File: src/hdl/mer_pkg.sv
package mer_pkg;

  localparam int PIX_W = 12;
  localparam int DEC_W = 40;
  localparam int SMY_W = 10;
  localparam logic [SMY_W-1:0] SMY_RESET = 10'd479;

  // scaling applied to a product before it joins the accumulator
  typedef enum logic [1:0] {
    SH_X1,
    SH_X2,
    SH_X4
  } shift_t;

  typedef struct packed {
    logic   clr;
    logic   en;
    logic   neg;
    shift_t sh;
  } mac_op_t;

  typedef struct packed {
    logic start;
    logic done_mode;
  } emit_req_t;

  typedef enum logic [4:0] {
    ST_IDLE,
    ST_RX2,
    ST_RY2,
    ST_Q0,
    ST_Q1,
    ST_Q2,
    ST_QW,
    ST_QR,
    ST_C0,
    ST_C1,
    ST_CW,
    ST_CD,
    ST_I0,
    ST_I1,
    ST_I2,
    ST_I3,
    ST_I4,
    ST_IW,
    ST_IR,
    ST_R0,
    ST_U0,
    ST_U1,
    ST_U2,
    ST_UW,
    ST_UA,
    ST_EMIT,
    ST_EMITD,
    ST_EWAIT
  } seq_state_t;

endpackage

File: src/hdl/mer_mac.sv
module mer_mac #(
  parameter int MW    = 26,
  parameter int ACC_W = 60
) (
  input  logic                    clk,
  input  logic                    rst,
  input  mer_pkg::mac_op_t        op,
  input  logic [MW-1:0]           a,
  input  logic [MW-1:0]           b,
  output logic [2*MW-1:0]         prod,
  output logic signed [ACC_W-1:0] acc
);

  mer_pkg::mac_op_t        op_q;
  logic [2*MW-1:0]         prod_c;
  logic signed [ACC_W-1:0] ext;
  logic signed [ACC_W-1:0] mag;
  logic signed [ACC_W-1:0] term;

  assign prod_c = a * b;

  always_ff @(posedge clk) begin
    prod <= prod_c;
  end

  always_ff @(posedge clk) begin
    if (rst) begin
      op_q <= '0;
    end else begin
      op_q <= op;
    end
  end

  always_comb begin
    ext = ACC_W'(prod);
    case (op_q.sh)
      mer_pkg::SH_X1: mag = ext;
      mer_pkg::SH_X2: mag = ext << 1;
      mer_pkg::SH_X4: mag = ext << 2;
      default:        mag = ext;
    endcase
    term = op_q.neg ? -mag : mag;
  end

  // second stage: fold the registered product into the running sum
  always_ff @(posedge clk) begin
    if (op_q.clr) begin
      acc <= op_q.en ? term : '0;
    end else if (op_q.en) begin
      acc <= acc + term;
    end
  end

endmodule

File: src/hdl/mer_emit.sv
module mer_emit #(
  parameter int COORD_BITS  = 10,
  parameter int RADIUS_BITS = 9
) (
  input  logic                          clk,
  input  logic                          rst,
  input  mer_pkg::emit_req_t            req,
  input  logic [mer_pkg::PIX_W-1:0]     ccol,
  input  logic [mer_pkg::PIX_W-1:0]     crow,
  input  logic [COORD_BITS-1:0]         wx,
  input  logic [RADIUS_BITS-1:0]        wy,
  output logic                          active,
  output logic                          out_valid,
  input  logic                          out_ready,
  output logic signed [mer_pkg::PIX_W-1:0] pix_x,
  output logic signed [mer_pkg::PIX_W-1:0] pix_y,
  output logic                          pix_valid,
  output logic                          pix_done,
  output logic                          pix_last
);

  localparam int PW = mer_pkg::PIX_W;
  localparam logic [1:0] LAST_BEAT = 2'd3;

  logic [1:0]    beat;
  logic          done_mode;
  logic          load;
  logic          final_beat;
  logic [PW-1:0] dx;
  logic [PW-1:0] dy;

  assign load       = active && (!out_valid || out_ready);
  assign final_beat = done_mode || (beat == LAST_BEAT);
  assign dx         = PW'(wx);
  assign dy         = PW'(wy);

  always_ff @(posedge clk) begin
    if (rst) begin
      active    <= 1'b0;
      out_valid <= 1'b0;
    end else begin
      if (req.start) begin
        active <= 1'b1;
      end else if (load && final_beat) begin
        active <= 1'b0;
      end
      if (load) begin
        out_valid <= 1'b1;
      end else if (out_ready) begin
        out_valid <= 1'b0;
      end
    end
  end

  // beat order: (+x,+y) (-x,+y) (+x,-y) (-x,-y)
  always_ff @(posedge clk) begin
    if (req.start) begin
      beat      <= '0;
      done_mode <= req.done_mode;
    end else if (load) begin
      beat <= beat + 2'd1;
    end
    if (load) begin
      pix_x     <= done_mode ? '0 : (beat[0] ? ccol - dx : ccol + dx);
      pix_y     <= done_mode ? '0 : (beat[1] ? crow - dy : crow + dy);
      pix_valid <= !done_mode;
      pix_done  <= done_mode;
      pix_last  <= final_beat;
    end
  end

endmodule

File: src/hdl/mer_seq.sv
module mer_seq #(
  parameter int COORD_BITS  = 10,
  parameter int RADIUS_BITS = 9,
  parameter int MW          = 26,
  parameter int ACC_W       = 60
) (
  input  logic                          clk,
  input  logic                          rst,
  input  logic                          in_valid,
  output logic                          in_ready,
  input  logic                          func,
  input  logic [COORD_BITS-1:0]         center_x,
  input  logic [COORD_BITS-1:0]         center_y,
  input  logic [RADIUS_BITS-1:0]        radius_x,
  input  logic [RADIUS_BITS-1:0]        radius_y,
  input  logic [mer_pkg::SMY_W-1:0]     screen_max_y,
  output mer_pkg::mac_op_t              op,
  output logic [MW-1:0]                 a,
  output logic [MW-1:0]                 b,
  input  logic [2*MW-1:0]               prod,
  input  logic signed [ACC_W-1:0]       acc,
  output mer_pkg::emit_req_t            req,
  input  logic                          emit_active,
  output logic [mer_pkg::PIX_W-1:0]     ccol,
  output logic [mer_pkg::PIX_W-1:0]     crow,
  output logic [COORD_BITS-1:0]         wx,
  output logic [RADIUS_BITS-1:0]        wy
);

  localparam int PW = mer_pkg::PIX_W;
  localparam int DW = mer_pkg::DEC_W;
  localparam int R2 = 2 * RADIUS_BITS;

  mer_pkg::seq_state_t state, state_next;

  logic [RADIUS_BITS-1:0] rx;
  logic [RADIUS_BITS-1:0] ry;
  logic [R2-1:0]          rx2;
  logic [R2-1:0]          ry2;
  logic signed [DW-1:0]   dec;
  logic                   reg2;
  logic                   fin;
  logic                   xinc;
  logic                   ydec;

  logic [COORD_BITS:0]     tx;
  logic [RADIUS_BITS-1:0]  ym;
  logic                    dec_nonpos;
  logic                    q_low;
  logic signed [ACC_W-1:0] rnd;
  logic signed [DW-1:0]    dec_rnd;

  assign tx         = {wx, 1'b1};
  assign ym         = (wy == '0) ? RADIUS_BITS'(1) : wy - RADIUS_BITS'(1);
  assign dec_nonpos = dec[DW-1] || (dec == '0);

  // round quarter units half up, truncating toward zero
  assign q_low   = (acc <= $signed(ACC_W'(-3)));
  assign rnd     = acc + (q_low ? $signed(ACC_W'(5)) : $signed(ACC_W'(2)));
  assign dec_rnd = rnd[DW+1:2];

  always_comb begin
    state_next = state;
    case (state)
      mer_pkg::ST_IDLE: begin
        if (in_valid) begin
          if (!func) begin
            state_next = mer_pkg::ST_RX2;
          end else if (fin) begin
            state_next = mer_pkg::ST_EMITD;
          end else if (reg2) begin
            state_next = mer_pkg::ST_R0;
          end else begin
            state_next = mer_pkg::ST_C0;
          end
        end
      end
      mer_pkg::ST_RX2: state_next = mer_pkg::ST_RY2;
      mer_pkg::ST_RY2: state_next = mer_pkg::ST_Q0;
      mer_pkg::ST_Q0:  state_next = mer_pkg::ST_Q1;
      mer_pkg::ST_Q1:  state_next = mer_pkg::ST_Q2;
      mer_pkg::ST_Q2:  state_next = mer_pkg::ST_QW;
      mer_pkg::ST_QW:  state_next = mer_pkg::ST_QR;
      mer_pkg::ST_QR:  state_next = mer_pkg::ST_EMIT;
      mer_pkg::ST_C0:  state_next = mer_pkg::ST_C1;
      mer_pkg::ST_C1:  state_next = mer_pkg::ST_CW;
      mer_pkg::ST_CW:  state_next = mer_pkg::ST_CD;
      mer_pkg::ST_CD: begin
        state_next = acc[ACC_W-1] ? mer_pkg::ST_U0 : mer_pkg::ST_I0;
      end
      mer_pkg::ST_I0:  state_next = mer_pkg::ST_I1;
      mer_pkg::ST_I1:  state_next = mer_pkg::ST_I2;
      mer_pkg::ST_I2:  state_next = mer_pkg::ST_I3;
      mer_pkg::ST_I3:  state_next = mer_pkg::ST_I4;
      mer_pkg::ST_I4:  state_next = mer_pkg::ST_IW;
      mer_pkg::ST_IW:  state_next = mer_pkg::ST_IR;
      mer_pkg::ST_IR:  state_next = mer_pkg::ST_R0;
      mer_pkg::ST_R0: begin
        state_next = (wy == '0) ? mer_pkg::ST_EMITD : mer_pkg::ST_U0;
      end
      mer_pkg::ST_U0:  state_next = mer_pkg::ST_U1;
      mer_pkg::ST_U1:  state_next = mer_pkg::ST_U2;
      mer_pkg::ST_U2:  state_next = mer_pkg::ST_UW;
      mer_pkg::ST_UW:  state_next = mer_pkg::ST_UA;
      mer_pkg::ST_UA:  state_next = mer_pkg::ST_EMIT;
      mer_pkg::ST_EMIT:  state_next = mer_pkg::ST_EWAIT;
      mer_pkg::ST_EMITD: state_next = mer_pkg::ST_EWAIT;
      mer_pkg::ST_EWAIT: begin
        if (!emit_active) begin
          state_next = mer_pkg::ST_IDLE;
        end
      end
      default: state_next = mer_pkg::ST_IDLE;
    endcase
  end

  always_comb begin
    in_ready = 1'b0;
    op       = '0;
    a        = '0;
    b        = '0;
    req      = '0;
    case (state)
      mer_pkg::ST_IDLE: in_ready = 1'b1;
      mer_pkg::ST_RX2: begin
        a = MW'(rx);
        b = MW'(rx);
      end
      mer_pkg::ST_RY2: begin
        a = MW'(ry);
        b = MW'(ry);
      end
      mer_pkg::ST_Q0: begin
        a  = MW'(rx2);
        b  = MW'(ry);
        op = '{clr: 1'b1, en: 1'b1, neg: 1'b1, sh: mer_pkg::SH_X4};
      end
      mer_pkg::ST_Q1: begin
        a  = MW'(ry2);
        b  = MW'(1);
        op = '{clr: 1'b0, en: 1'b1, neg: 1'b0, sh: mer_pkg::SH_X4};
      end
      mer_pkg::ST_Q2: begin
        a  = MW'(rx2);
        b  = MW'(1);
        op = '{clr: 1'b0, en: 1'b1, neg: 1'b0, sh: mer_pkg::SH_X1};
      end
      mer_pkg::ST_C0: begin
        a  = MW'(ry2);
        b  = MW'(wx);
        op = '{clr: 1'b1, en: 1'b1, neg: 1'b0, sh: mer_pkg::SH_X1};
      end
      mer_pkg::ST_C1: begin
        a  = MW'(rx2);
        b  = MW'(wy);
        op = '{clr: 1'b0, en: 1'b1, neg: 1'b1, sh: mer_pkg::SH_X1};
      end
      mer_pkg::ST_I0: begin
        a = MW'(tx);
        b = MW'(tx);
      end
      mer_pkg::ST_I1: begin
        a  = MW'(ry2);
        b  = prod[MW-1:0];
        op = '{clr: 1'b1, en: 1'b1, neg: 1'b0, sh: mer_pkg::SH_X1};
      end
      mer_pkg::ST_I2: begin
        a = MW'(ym);
        b = MW'(ym);
      end
      mer_pkg::ST_I3: begin
        a  = MW'(rx2);
        b  = prod[MW-1:0];
        op = '{clr: 1'b0, en: 1'b1, neg: 1'b0, sh: mer_pkg::SH_X4};
      end
      mer_pkg::ST_I4: begin
        a  = MW'(rx2);
        b  = MW'(ry2);
        op = '{clr: 1'b0, en: 1'b1, neg: 1'b1, sh: mer_pkg::SH_X4};
      end
      mer_pkg::ST_U0: begin
        a  = MW'(ry2);
        b  = MW'(wx);
        op = '{clr: 1'b1, en: xinc, neg: 1'b0, sh: mer_pkg::SH_X2};
      end
      mer_pkg::ST_U1: begin
        a  = reg2 ? MW'(rx2) : MW'(ry2);
        b  = MW'(1);
        op = '{clr: 1'b0, en: 1'b1, neg: 1'b0, sh: mer_pkg::SH_X1};
      end
      mer_pkg::ST_U2: begin
        a  = MW'(rx2);
        b  = MW'(wy);
        op = '{clr: 1'b0, en: ydec, neg: 1'b1, sh: mer_pkg::SH_X2};
      end
      mer_pkg::ST_EMIT:  req = '{start: 1'b1, done_mode: 1'b0};
      mer_pkg::ST_EMITD: req = '{start: 1'b1, done_mode: 1'b1};
      default: ;
    endcase
  end

  always_ff @(posedge clk) begin
    if (rst) begin
      state <= mer_pkg::ST_IDLE;
      fin   <= 1'b1;
      reg2  <= 1'b0;
    end else begin
      state <= state_next;
      if (state == mer_pkg::ST_IDLE && in_valid && !func) begin
        fin  <= 1'b0;
        reg2 <= 1'b0;
      end
      if (state == mer_pkg::ST_IR) begin
        reg2 <= 1'b1;
      end
      if (state == mer_pkg::ST_R0 && wy == '0) begin
        fin <= 1'b1;
      end
    end
  end

  always_ff @(posedge clk) begin
    case (state)
      mer_pkg::ST_IDLE: begin
        if (in_valid && !func) begin
          ccol <= PW'(center_x);
          crow <= PW'(screen_max_y) - PW'(center_y);
          rx   <= radius_x;
          ry   <= radius_y;
          wx   <= '0;
          wy   <= radius_y;
        end
      end
      mer_pkg::ST_RY2: rx2 <= prod[R2-1:0];
      mer_pkg::ST_Q0:  ry2 <= prod[R2-1:0];
      mer_pkg::ST_QR:  dec <= dec_rnd;
      mer_pkg::ST_IR:  dec <= dec_rnd;
      mer_pkg::ST_CD: begin
        // still in the first region: step x, and y when the decision is not negative
        if (acc[ACC_W-1]) begin
          wx   <= wx + COORD_BITS'(1);
          xinc <= 1'b1;
          ydec <= !dec[DW-1];
          if (!dec[DW-1]) begin
            wy <= wy - RADIUS_BITS'(1);
          end
        end
      end
      mer_pkg::ST_R0: begin
        if (wy != '0) begin
          wy   <= wy - RADIUS_BITS'(1);
          ydec <= 1'b1;
          xinc <= dec_nonpos;
          if (dec_nonpos) begin
            wx <= wx + COORD_BITS'(1);
          end
        end
      end
      mer_pkg::ST_UA: dec <= dec + $signed(acc[DW-1:0]);
      default: ;
    endcase
  end

endmodule

File: src/hdl/midpoint_ellipse_rasterizer_unit.sv
// Midpoint ellipse rasterizer. A word with s_tuser = 0 starts a new ellipse from
// the centre and radii in s_tdata (the centre row is flipped as screen_max_y minus
// centre_y) and returns the four mirrored pixels of (0, ry); a word with s_tuser = 1
// advances the walk one iteration and returns four pixels, or a single done word
// (m_tuser[1] set, m_tuser[0] clear) once the quadrant is finished or before any
// start. m_tlast marks the final word of each input word. All products go through
// one shared multiplier with a two-stage multiply-accumulate, one product per
// cycle, and the four pixels leave through a one-word output register. The block
// takes no input word while it is working: it accepts the next input word only
// once the last output word of the current one is in the output register.
// screen_max_y is written through the cfg port, which is always ready.
module midpoint_ellipse_rasterizer_unit #(
  parameter int COORD_BITS  = 10,
  parameter int RADIUS_BITS = 9,
  localparam int IN_W = ((2 * COORD_BITS + 2 * RADIUS_BITS + 7) / 8) * 8
) (
  input  logic                              clk,
  input  logic                              rst,
  input  logic                              s_tvalid,
  output logic                              s_tready,
  // center_x, center_y, radius_x, radius_y, zero pad
  input  logic [IN_W-1:0]                   s_tdata,
  // func
  input  logic                              s_tuser,
  output logic                              m_tvalid,
  input  logic                              m_tready,
  // pixel_x, pixel_y
  output logic [2*mer_pkg::PIX_W-1:0]       m_tdata,
  // pixel_valid, done_res
  output logic [1:0]                        m_tuser,
  output logic                              m_tlast,
  input  logic                              cfg_valid,
  output logic                              cfg_ready,
  input  logic [mer_pkg::SMY_W-1:0]         cfg_data
);

  localparam int MW    = (2 * COORD_BITS + 2 > 2 * RADIUS_BITS) ?
                         2 * COORD_BITS + 2 : 2 * RADIUS_BITS;
  localparam int ACC_W = 2 * MW + 8;
  localparam int PW    = mer_pkg::PIX_W;

  logic [mer_pkg::SMY_W-1:0] screen_max_y;

  logic [COORD_BITS-1:0]  center_x;
  logic [COORD_BITS-1:0]  center_y;
  logic [RADIUS_BITS-1:0] radius_x;
  logic [RADIUS_BITS-1:0] radius_y;

  mer_pkg::mac_op_t        op;
  logic [MW-1:0]           mac_a;
  logic [MW-1:0]           mac_b;
  logic [2*MW-1:0]         prod;
  logic signed [ACC_W-1:0] acc;

  mer_pkg::emit_req_t     req;
  logic                   emit_active;
  logic [PW-1:0]          ccol;
  logic [PW-1:0]          crow;
  logic [COORD_BITS-1:0]  wx;
  logic [RADIUS_BITS-1:0] wy;

  logic signed [PW-1:0] pix_x;
  logic signed [PW-1:0] pix_y;
  logic                 pix_valid;
  logic                 pix_done;

  assign center_x = s_tdata[COORD_BITS-1:0];
  assign center_y = s_tdata[2*COORD_BITS-1:COORD_BITS];
  assign radius_x = s_tdata[2*COORD_BITS+RADIUS_BITS-1:2*COORD_BITS];
  assign radius_y = s_tdata[2*COORD_BITS+2*RADIUS_BITS-1:2*COORD_BITS+RADIUS_BITS];

  assign cfg_ready = 1'b1;

  always_ff @(posedge clk) begin
    if (rst) begin
      screen_max_y <= mer_pkg::SMY_RESET;
    end else if (cfg_valid && cfg_ready) begin
      screen_max_y <= cfg_data;
    end
  end

  mer_seq #(
    .COORD_BITS  (COORD_BITS),
    .RADIUS_BITS (RADIUS_BITS),
    .MW          (MW),
    .ACC_W       (ACC_W)
  ) u_seq (
    .clk          (clk),
    .rst          (rst),
    .in_valid     (s_tvalid),
    .in_ready     (s_tready),
    .func         (s_tuser),
    .center_x     (center_x),
    .center_y     (center_y),
    .radius_x     (radius_x),
    .radius_y     (radius_y),
    .screen_max_y (screen_max_y),
    .op           (op),
    .a            (mac_a),
    .b            (mac_b),
    .prod         (prod),
    .acc          (acc),
    .req          (req),
    .emit_active  (emit_active),
    .ccol         (ccol),
    .crow         (crow),
    .wx           (wx),
    .wy           (wy)
  );

  mer_mac #(
    .MW    (MW),
    .ACC_W (ACC_W)
  ) u_mac (
    .clk  (clk),
    .rst  (rst),
    .op   (op),
    .a    (mac_a),
    .b    (mac_b),
    .prod (prod),
    .acc  (acc)
  );

  mer_emit #(
    .COORD_BITS  (COORD_BITS),
    .RADIUS_BITS (RADIUS_BITS)
  ) u_emit (
    .clk       (clk),
    .rst       (rst),
    .req       (req),
    .ccol      (ccol),
    .crow      (crow),
    .wx        (wx),
    .wy        (wy),
    .active    (emit_active),
    .out_valid (m_tvalid),
    .out_ready (m_tready),
    .pix_x     (pix_x),
    .pix_y     (pix_y),
    .pix_valid (pix_valid),
    .pix_done  (pix_done),
    .pix_last  (m_tlast)
  );

  assign m_tdata = {pix_y, pix_x};
  assign m_tuser = {pix_done, pix_valid};

`ifndef SYNTHESIS
  a_busy_after_accept: assert property (@(posedge clk) disable iff (rst)
    (s_tvalid && s_tready) |=> !s_tready)
    else $error("input accepted twice in a row");

  a_idle_no_emit: assert property (@(posedge clk) disable iff (rst)
    s_tready |-> !emit_active)
    else $error("pixel emitter active while sequencer idle");

  a_done_word: assert property (@(posedge clk) disable iff (rst)
    (m_tvalid && m_tuser[1]) |-> (m_tlast && !m_tuser[0]))
    else $error("done word not marked last or flagged as pixel");
`endif

endmodule

File: config.mk
export PLATFORM = sky130hd
export DESIGN_NAME = midpoint_ellipse_rasterizer_unit
export DESIGN_NICKNAME = d
export VERILOG_FILES = /design/src/hdl/mer_pkg.sv /design/src/hdl/mer_mac.sv /design/src/hdl/mer_emit.sv /design/src/hdl/mer_seq.sv /design/src/hdl/midpoint_ellipse_rasterizer_unit.sv
export SDC_FILE = /design/constraint.sdc
export NUM_CORES = 2
export LEC_CHECK = 0
export BUFFER_PORTS_ARGS = -buffer_cell sky130_fd_sc_hd__buf_2
export CORE_MARGIN = 2
export CORE_UTILIZATION = 70
export CTS_CLUSTER_SIZE = 16
export DETAILED_ROUTE_END_ITERATION = 8
export PLACE_DENSITY = 0.88
export SYNTH_ARGS = -nofsm -noshare
export SYNTH_HDL_FRONTEND = slang
export SYNTH_SLANG_ARGS = --single-unit
File: constraint.sdc
create_clock -name clk -period 15.4 [get_ports clk]
set_clock_uncertainty 0.15 [all_clocks]
set_input_delay 3.08 -clock clk [delete_from_list [all_inputs] [get_ports clk]]
set_output_delay 3.08 -clock clk [all_outputs]
set_load 0.05 [all_outputs]
==> metrics.log <==
INFO  metric final-max-slew-violation-count = 0
INFO  metric placement_rows = 80
INFO  metric setup_tns = 0 ns
INFO  metric route.met3.wl = 8.45 mm
INFO  metric syn_nets = 4468
INFO  metric clock.fmax = 88.0 MHz
INFO  metric port_buffers = 82
INFO  metric floorplan.io_pins = 86
INFO  metric hpwlAfterDp = 69.2 mm
INFO  metric syn2layout_area_growth = 5.46%
INFO  metric p_leak = 16.1 nW
INFO  metric criticalPathCategory = flip-flop to flip-flop
INFO  metric initial_core_utilization = 70.5%
INFO  metric drt_wl_total = 91.4 mm
INFO  metric timing.slew.headroom = 17.0%
INFO  metric critPathMaxStageDelay = 0.88 ns
INFO  metric pin_count_of_the_biggest_net_entering_global_routing = 56
INFO  metric crit_path_start_kind = flip-flop
INFO  metric per_instance_average_area_after_synthesis = 8.87 um^2
INFO  metric grt_pass1_wl = 147 mm
INFO  metric clock_latency = 0.59 ns
INFO  metric crit_top_cell = sky130_fd_sc_hd__fa_1
INFO  metric cts-root-buf = sky130_fd_sc_hd__clkbuf_16
INFO  metric setup_repair_after_global_routing_missed_its_margin = false
INFO  metric clock_tree_from_tritoncts = done
INFO  metric max_cap_violations = 0
INFO  metric combPwrFrac = 67.9%
INFO  metric clock_sinks = 285
INFO  metric yosys_register_bits = 285
INFO  metric routabilityCongestion = 1.01
INFO  metric globalRoute.totalOverflow = 0
INFO  metric grt_usage = 37.1%
INFO  metric critical_path.endpoint_type = flip-flop
INFO  metric report.final.hold_viol_count = 0
INFO  metric post_cts_hold_buffer_count = 0
INFO  metric netSwitchingFraction = 51.0%
INFO  metric avgViaCountPerCell = 6.44
INFO  metric post_drt_wl_per_cell = 20.7 um
INFO  metric final_net_count = 4458
INFO  metric seq_area_frac_synth = 23.5%
INFO  metric synth-edff-count = 216
INFO  metric power_frac_seq = 20.4%
INFO  metric placed_cell_area = 34300 um^2
INFO  metric critical-path-slowest-cell = sky130_fd_sc_hd__a221oi_1
INFO  metric clk_pin_slew = 0.06 ns
INFO  metric power.switching = 3.29 mW
INFO  metric cts_max_path_buffers = 3
INFO  metric share_of_post_route_cells_with_drive_strength_above_1 = 5.43%
INFO  metric finalCoreUtilization = 74.4%
INFO  metric worst-slew-pin-transition = 1.24 ns
INFO  metric postSynthCellCount = 3780
INFO  metric dieHeight = 223 um
INFO  metric synth_cell_type_count = 88
INFO  metric yosys_top_cell_area_share = 19.4%
INFO  metric first_global_vias = 28216
INFO  metric final_period_minus_worst_setup_slack = 11.36 ns
INFO  metric mostFrequentLayoutCell = sky130_fd_sc_hd__nand2_1
INFO  metric die_area = 49700 um^2
INFO  metric layout_common_cells = sky130_fd_sc_hd__nand2_1, sky130_fd_sc_hd__inv_1, sky130_fd_sc_hd__fa_1, sky130_fd_sc_hd__ha_1, sky130_fd_sc_hd__nor2_1
INFO  metric cts-htree-levels = 1
INFO  metric met1_length = 35.2 mm
INFO  metric postSynth.asyncResetShare = 0%
INFO  metric dr.pass1.iters = 9
INFO  metric worst-endpoint-required = 15.77 ns
INFO  metric vias = 28402
INFO  metric clkPwrFrac = 11.7%
INFO  metric hp-class = flip-flop to flip-flop
INFO  metric post_synth_main_area_contributors = sky130_fd_sc_hd__fa_1, sky130_fd_sc_hd__edfxtp_1, sky130_fd_sc_hd__ha_1
INFO  metric grt_antenna_before_repair = 3
INFO  metric tritoncts.num_buffers = 31
INFO  metric ys.warnings.count = 0
INFO  metric cts_repair_resize_count = 0
INFO  metric setup_ws = 4.04 ns
INFO  metric detail_route.iter0.violations = 2941
INFO  metric max_fo_critical_path = 19
INFO  metric highest-signal-layer = met4
INFO  metric core_region_area = 47500 um^2
INFO  metric power.total = 6.45 mW
INFO  metric route.met2.wl = 42.8 mm
INFO  metric cell_internal_pwr = 3.16 mW
INFO  metric cp.arrival = 11.73 ns
INFO  metric power_per_cell_area = 183 nW/um^2
INFO  metric synth_largest_area_cell = sky130_fd_sc_hd__fa_1
INFO  metric final-setup-viol-count = 0
INFO  metric status = finished, final reports clean
INFO  metric period_utilisation_layout = 73.8%
INFO  metric peakVddDrop = 0.119 mV
INFO  metric synth-main-ff-cell = sky130_fd_sc_hd__edfxtp_1
INFO  metric route.detailed.drc = 0
INFO  metric die_width = 223 um
INFO  metric detail-route-antenna-nets = 0
INFO  metric post_cts.repair.setup_buffers = 0
INFO  metric synth_area = 33500 um^2
INFO  metric stdcell_area = 35400 um^2
INFO  metric pre_cts_slack = 4.37 ns
==> area by class of cell <==
cell class              count  area, um^2
fillers                  3325       12200
inverters                 492        1850
clock buffers              46         902
multi-input cells        2834       23100
diodes                      2        5.00
repair buffers            126         741
well taps                 615         769
flip-flops and latches    285        7870
clock inverters            10        98.8
==> worst max-delay path: cells and delay by family, from the launching register on <==
| family | cells | cell delay (ns) |
|---|---|---|
| flops | 1 | 0.79 |
| compound gates | 9 | 3.48 |
| buf+inv | 7 | 1.00 |
| fa+ha+maj | 8 | 3.45 |
| simple gates | 7 | 2.28 |
| xor+xnor | 1 | 0.16 |
==> logic make-up (layout without fill, tap and decap cells) <==
family / Yosys count / count (layout) / share of synthesized area, %
AND/OR/NAND/NOR: 1154 / 1154 / 15.6
buffers and inverters: 661 / 674 / 7.67
multiplexers: 18 / 18 / 0.545
adder cells (fa/ha/maj): 632 / 632 / 30.9
AO/OA/AOI/OAI: 797 / 797 / 15.7
flip-flops: 285 / 285 / 23.5
XOR/XNOR: 232 / 232 / 6.08
other: 1 / 3 / 0.0112
==> cells in the mapped netlist (40+ instances only) <==
cell                       count
sky130_fd_sc_hd__xor2_1       91
sky130_fd_sc_hd__a22o_1       56
sky130_fd_sc_hd__dfxtp_1      69
sky130_fd_sc_hd__and2_1       51
sky130_fd_sc_hd__fa_1        325
sky130_fd_sc_hd__inv_1       488
sky130_fd_sc_hd__edfxtp_1    216
sky130_fd_sc_hd__xnor2_1     140
sky130_fd_sc_hd__clkbuf_1    137
sky130_fd_sc_hd__nand2_1     514
sky130_fd_sc_hd__nand4_1      56
sky130_fd_sc_hd__a21o_1       66
sky130_fd_sc_hd__nor2_1      273
sky130_fd_sc_hd__nor3_1       50
sky130_fd_sc_hd__o21ai_0     179
sky130_fd_sc_hd__ha_1        307
sky130_fd_sc_hd__a221o_1      40
sky130_fd_sc_hd__nand3_1      55
sky130_fd_sc_hd__a21oi_1     192
==> flip-flops by register name, indices dropped and copies added, names as in the netlist, 10 cells and up <==
register and cells:
screen_max_y 10, u_emit.pix_x 12, u_emit.pix_y 12, u_mac.acc 52, u_mac.prod 43, u_seq.ccol 10, u_seq.crow 11, u_seq.dec 40
u_seq.rx2 18, u_seq.ry2 18, u_seq.wx 10
==> per-stage QoR <==
step / hold WS, ns / instances
after floorplan: 0.274 / 3780
after global placement: 0.312 / 4352
after detailed placement: 0.314 / 4352
after CTS: 0.331 / 4408
after global routing: 0.372 / 4410
final: 0.331 / 4410
==> metal layers <==
layer | global-route usage [%] | up-vias
met4 | 16.7 | 0
met1 | 48.8 | 13706
li1 | - | 12869
met5 | 0 | -
met3 | 5.49 | 314
met2 | 61.2 | 1513
==> power groups by stage <==
stage	combinational [mW]	sequential [mW]	clock, mW
4_1_cts	4.29	1.31	0.754
6_report	4.38	1.32	0.755
3_5_place_dp	4.24	1.32	0
2_1_floorplan	3.25	1.23	0
5_1_grt	4.84	1.33	0.778
3_3_place_gp	4.11	1.31	0
==> path summary, 6_finish.rpt <==
check | from | end | slack (ns) | depth (start not counted)
setup / recovery | u_seq.state[1]$_SDFFE_PP0P_ | u_mac.prod[41]$_DFF_P_ | 4.04 | 32
hold / removal | screen_max_y[8]$_SDFFE_PP1P_ | screen_max_y[8]$_SDFFE_PP1P_ | 0.33 | 2
setup reg to reg | u_seq.state[1]$_SDFFE_PP0P_ | u_mac.prod[41]$_DFF_P_ | 4.04 | 32
hold reg to reg | screen_max_y[8]$_SDFFE_PP1P_ | screen_max_y[8]$_SDFFE_PP1P_ | 0.33 | 2
No activity file was read; power rests on OpenSTA's default activity.
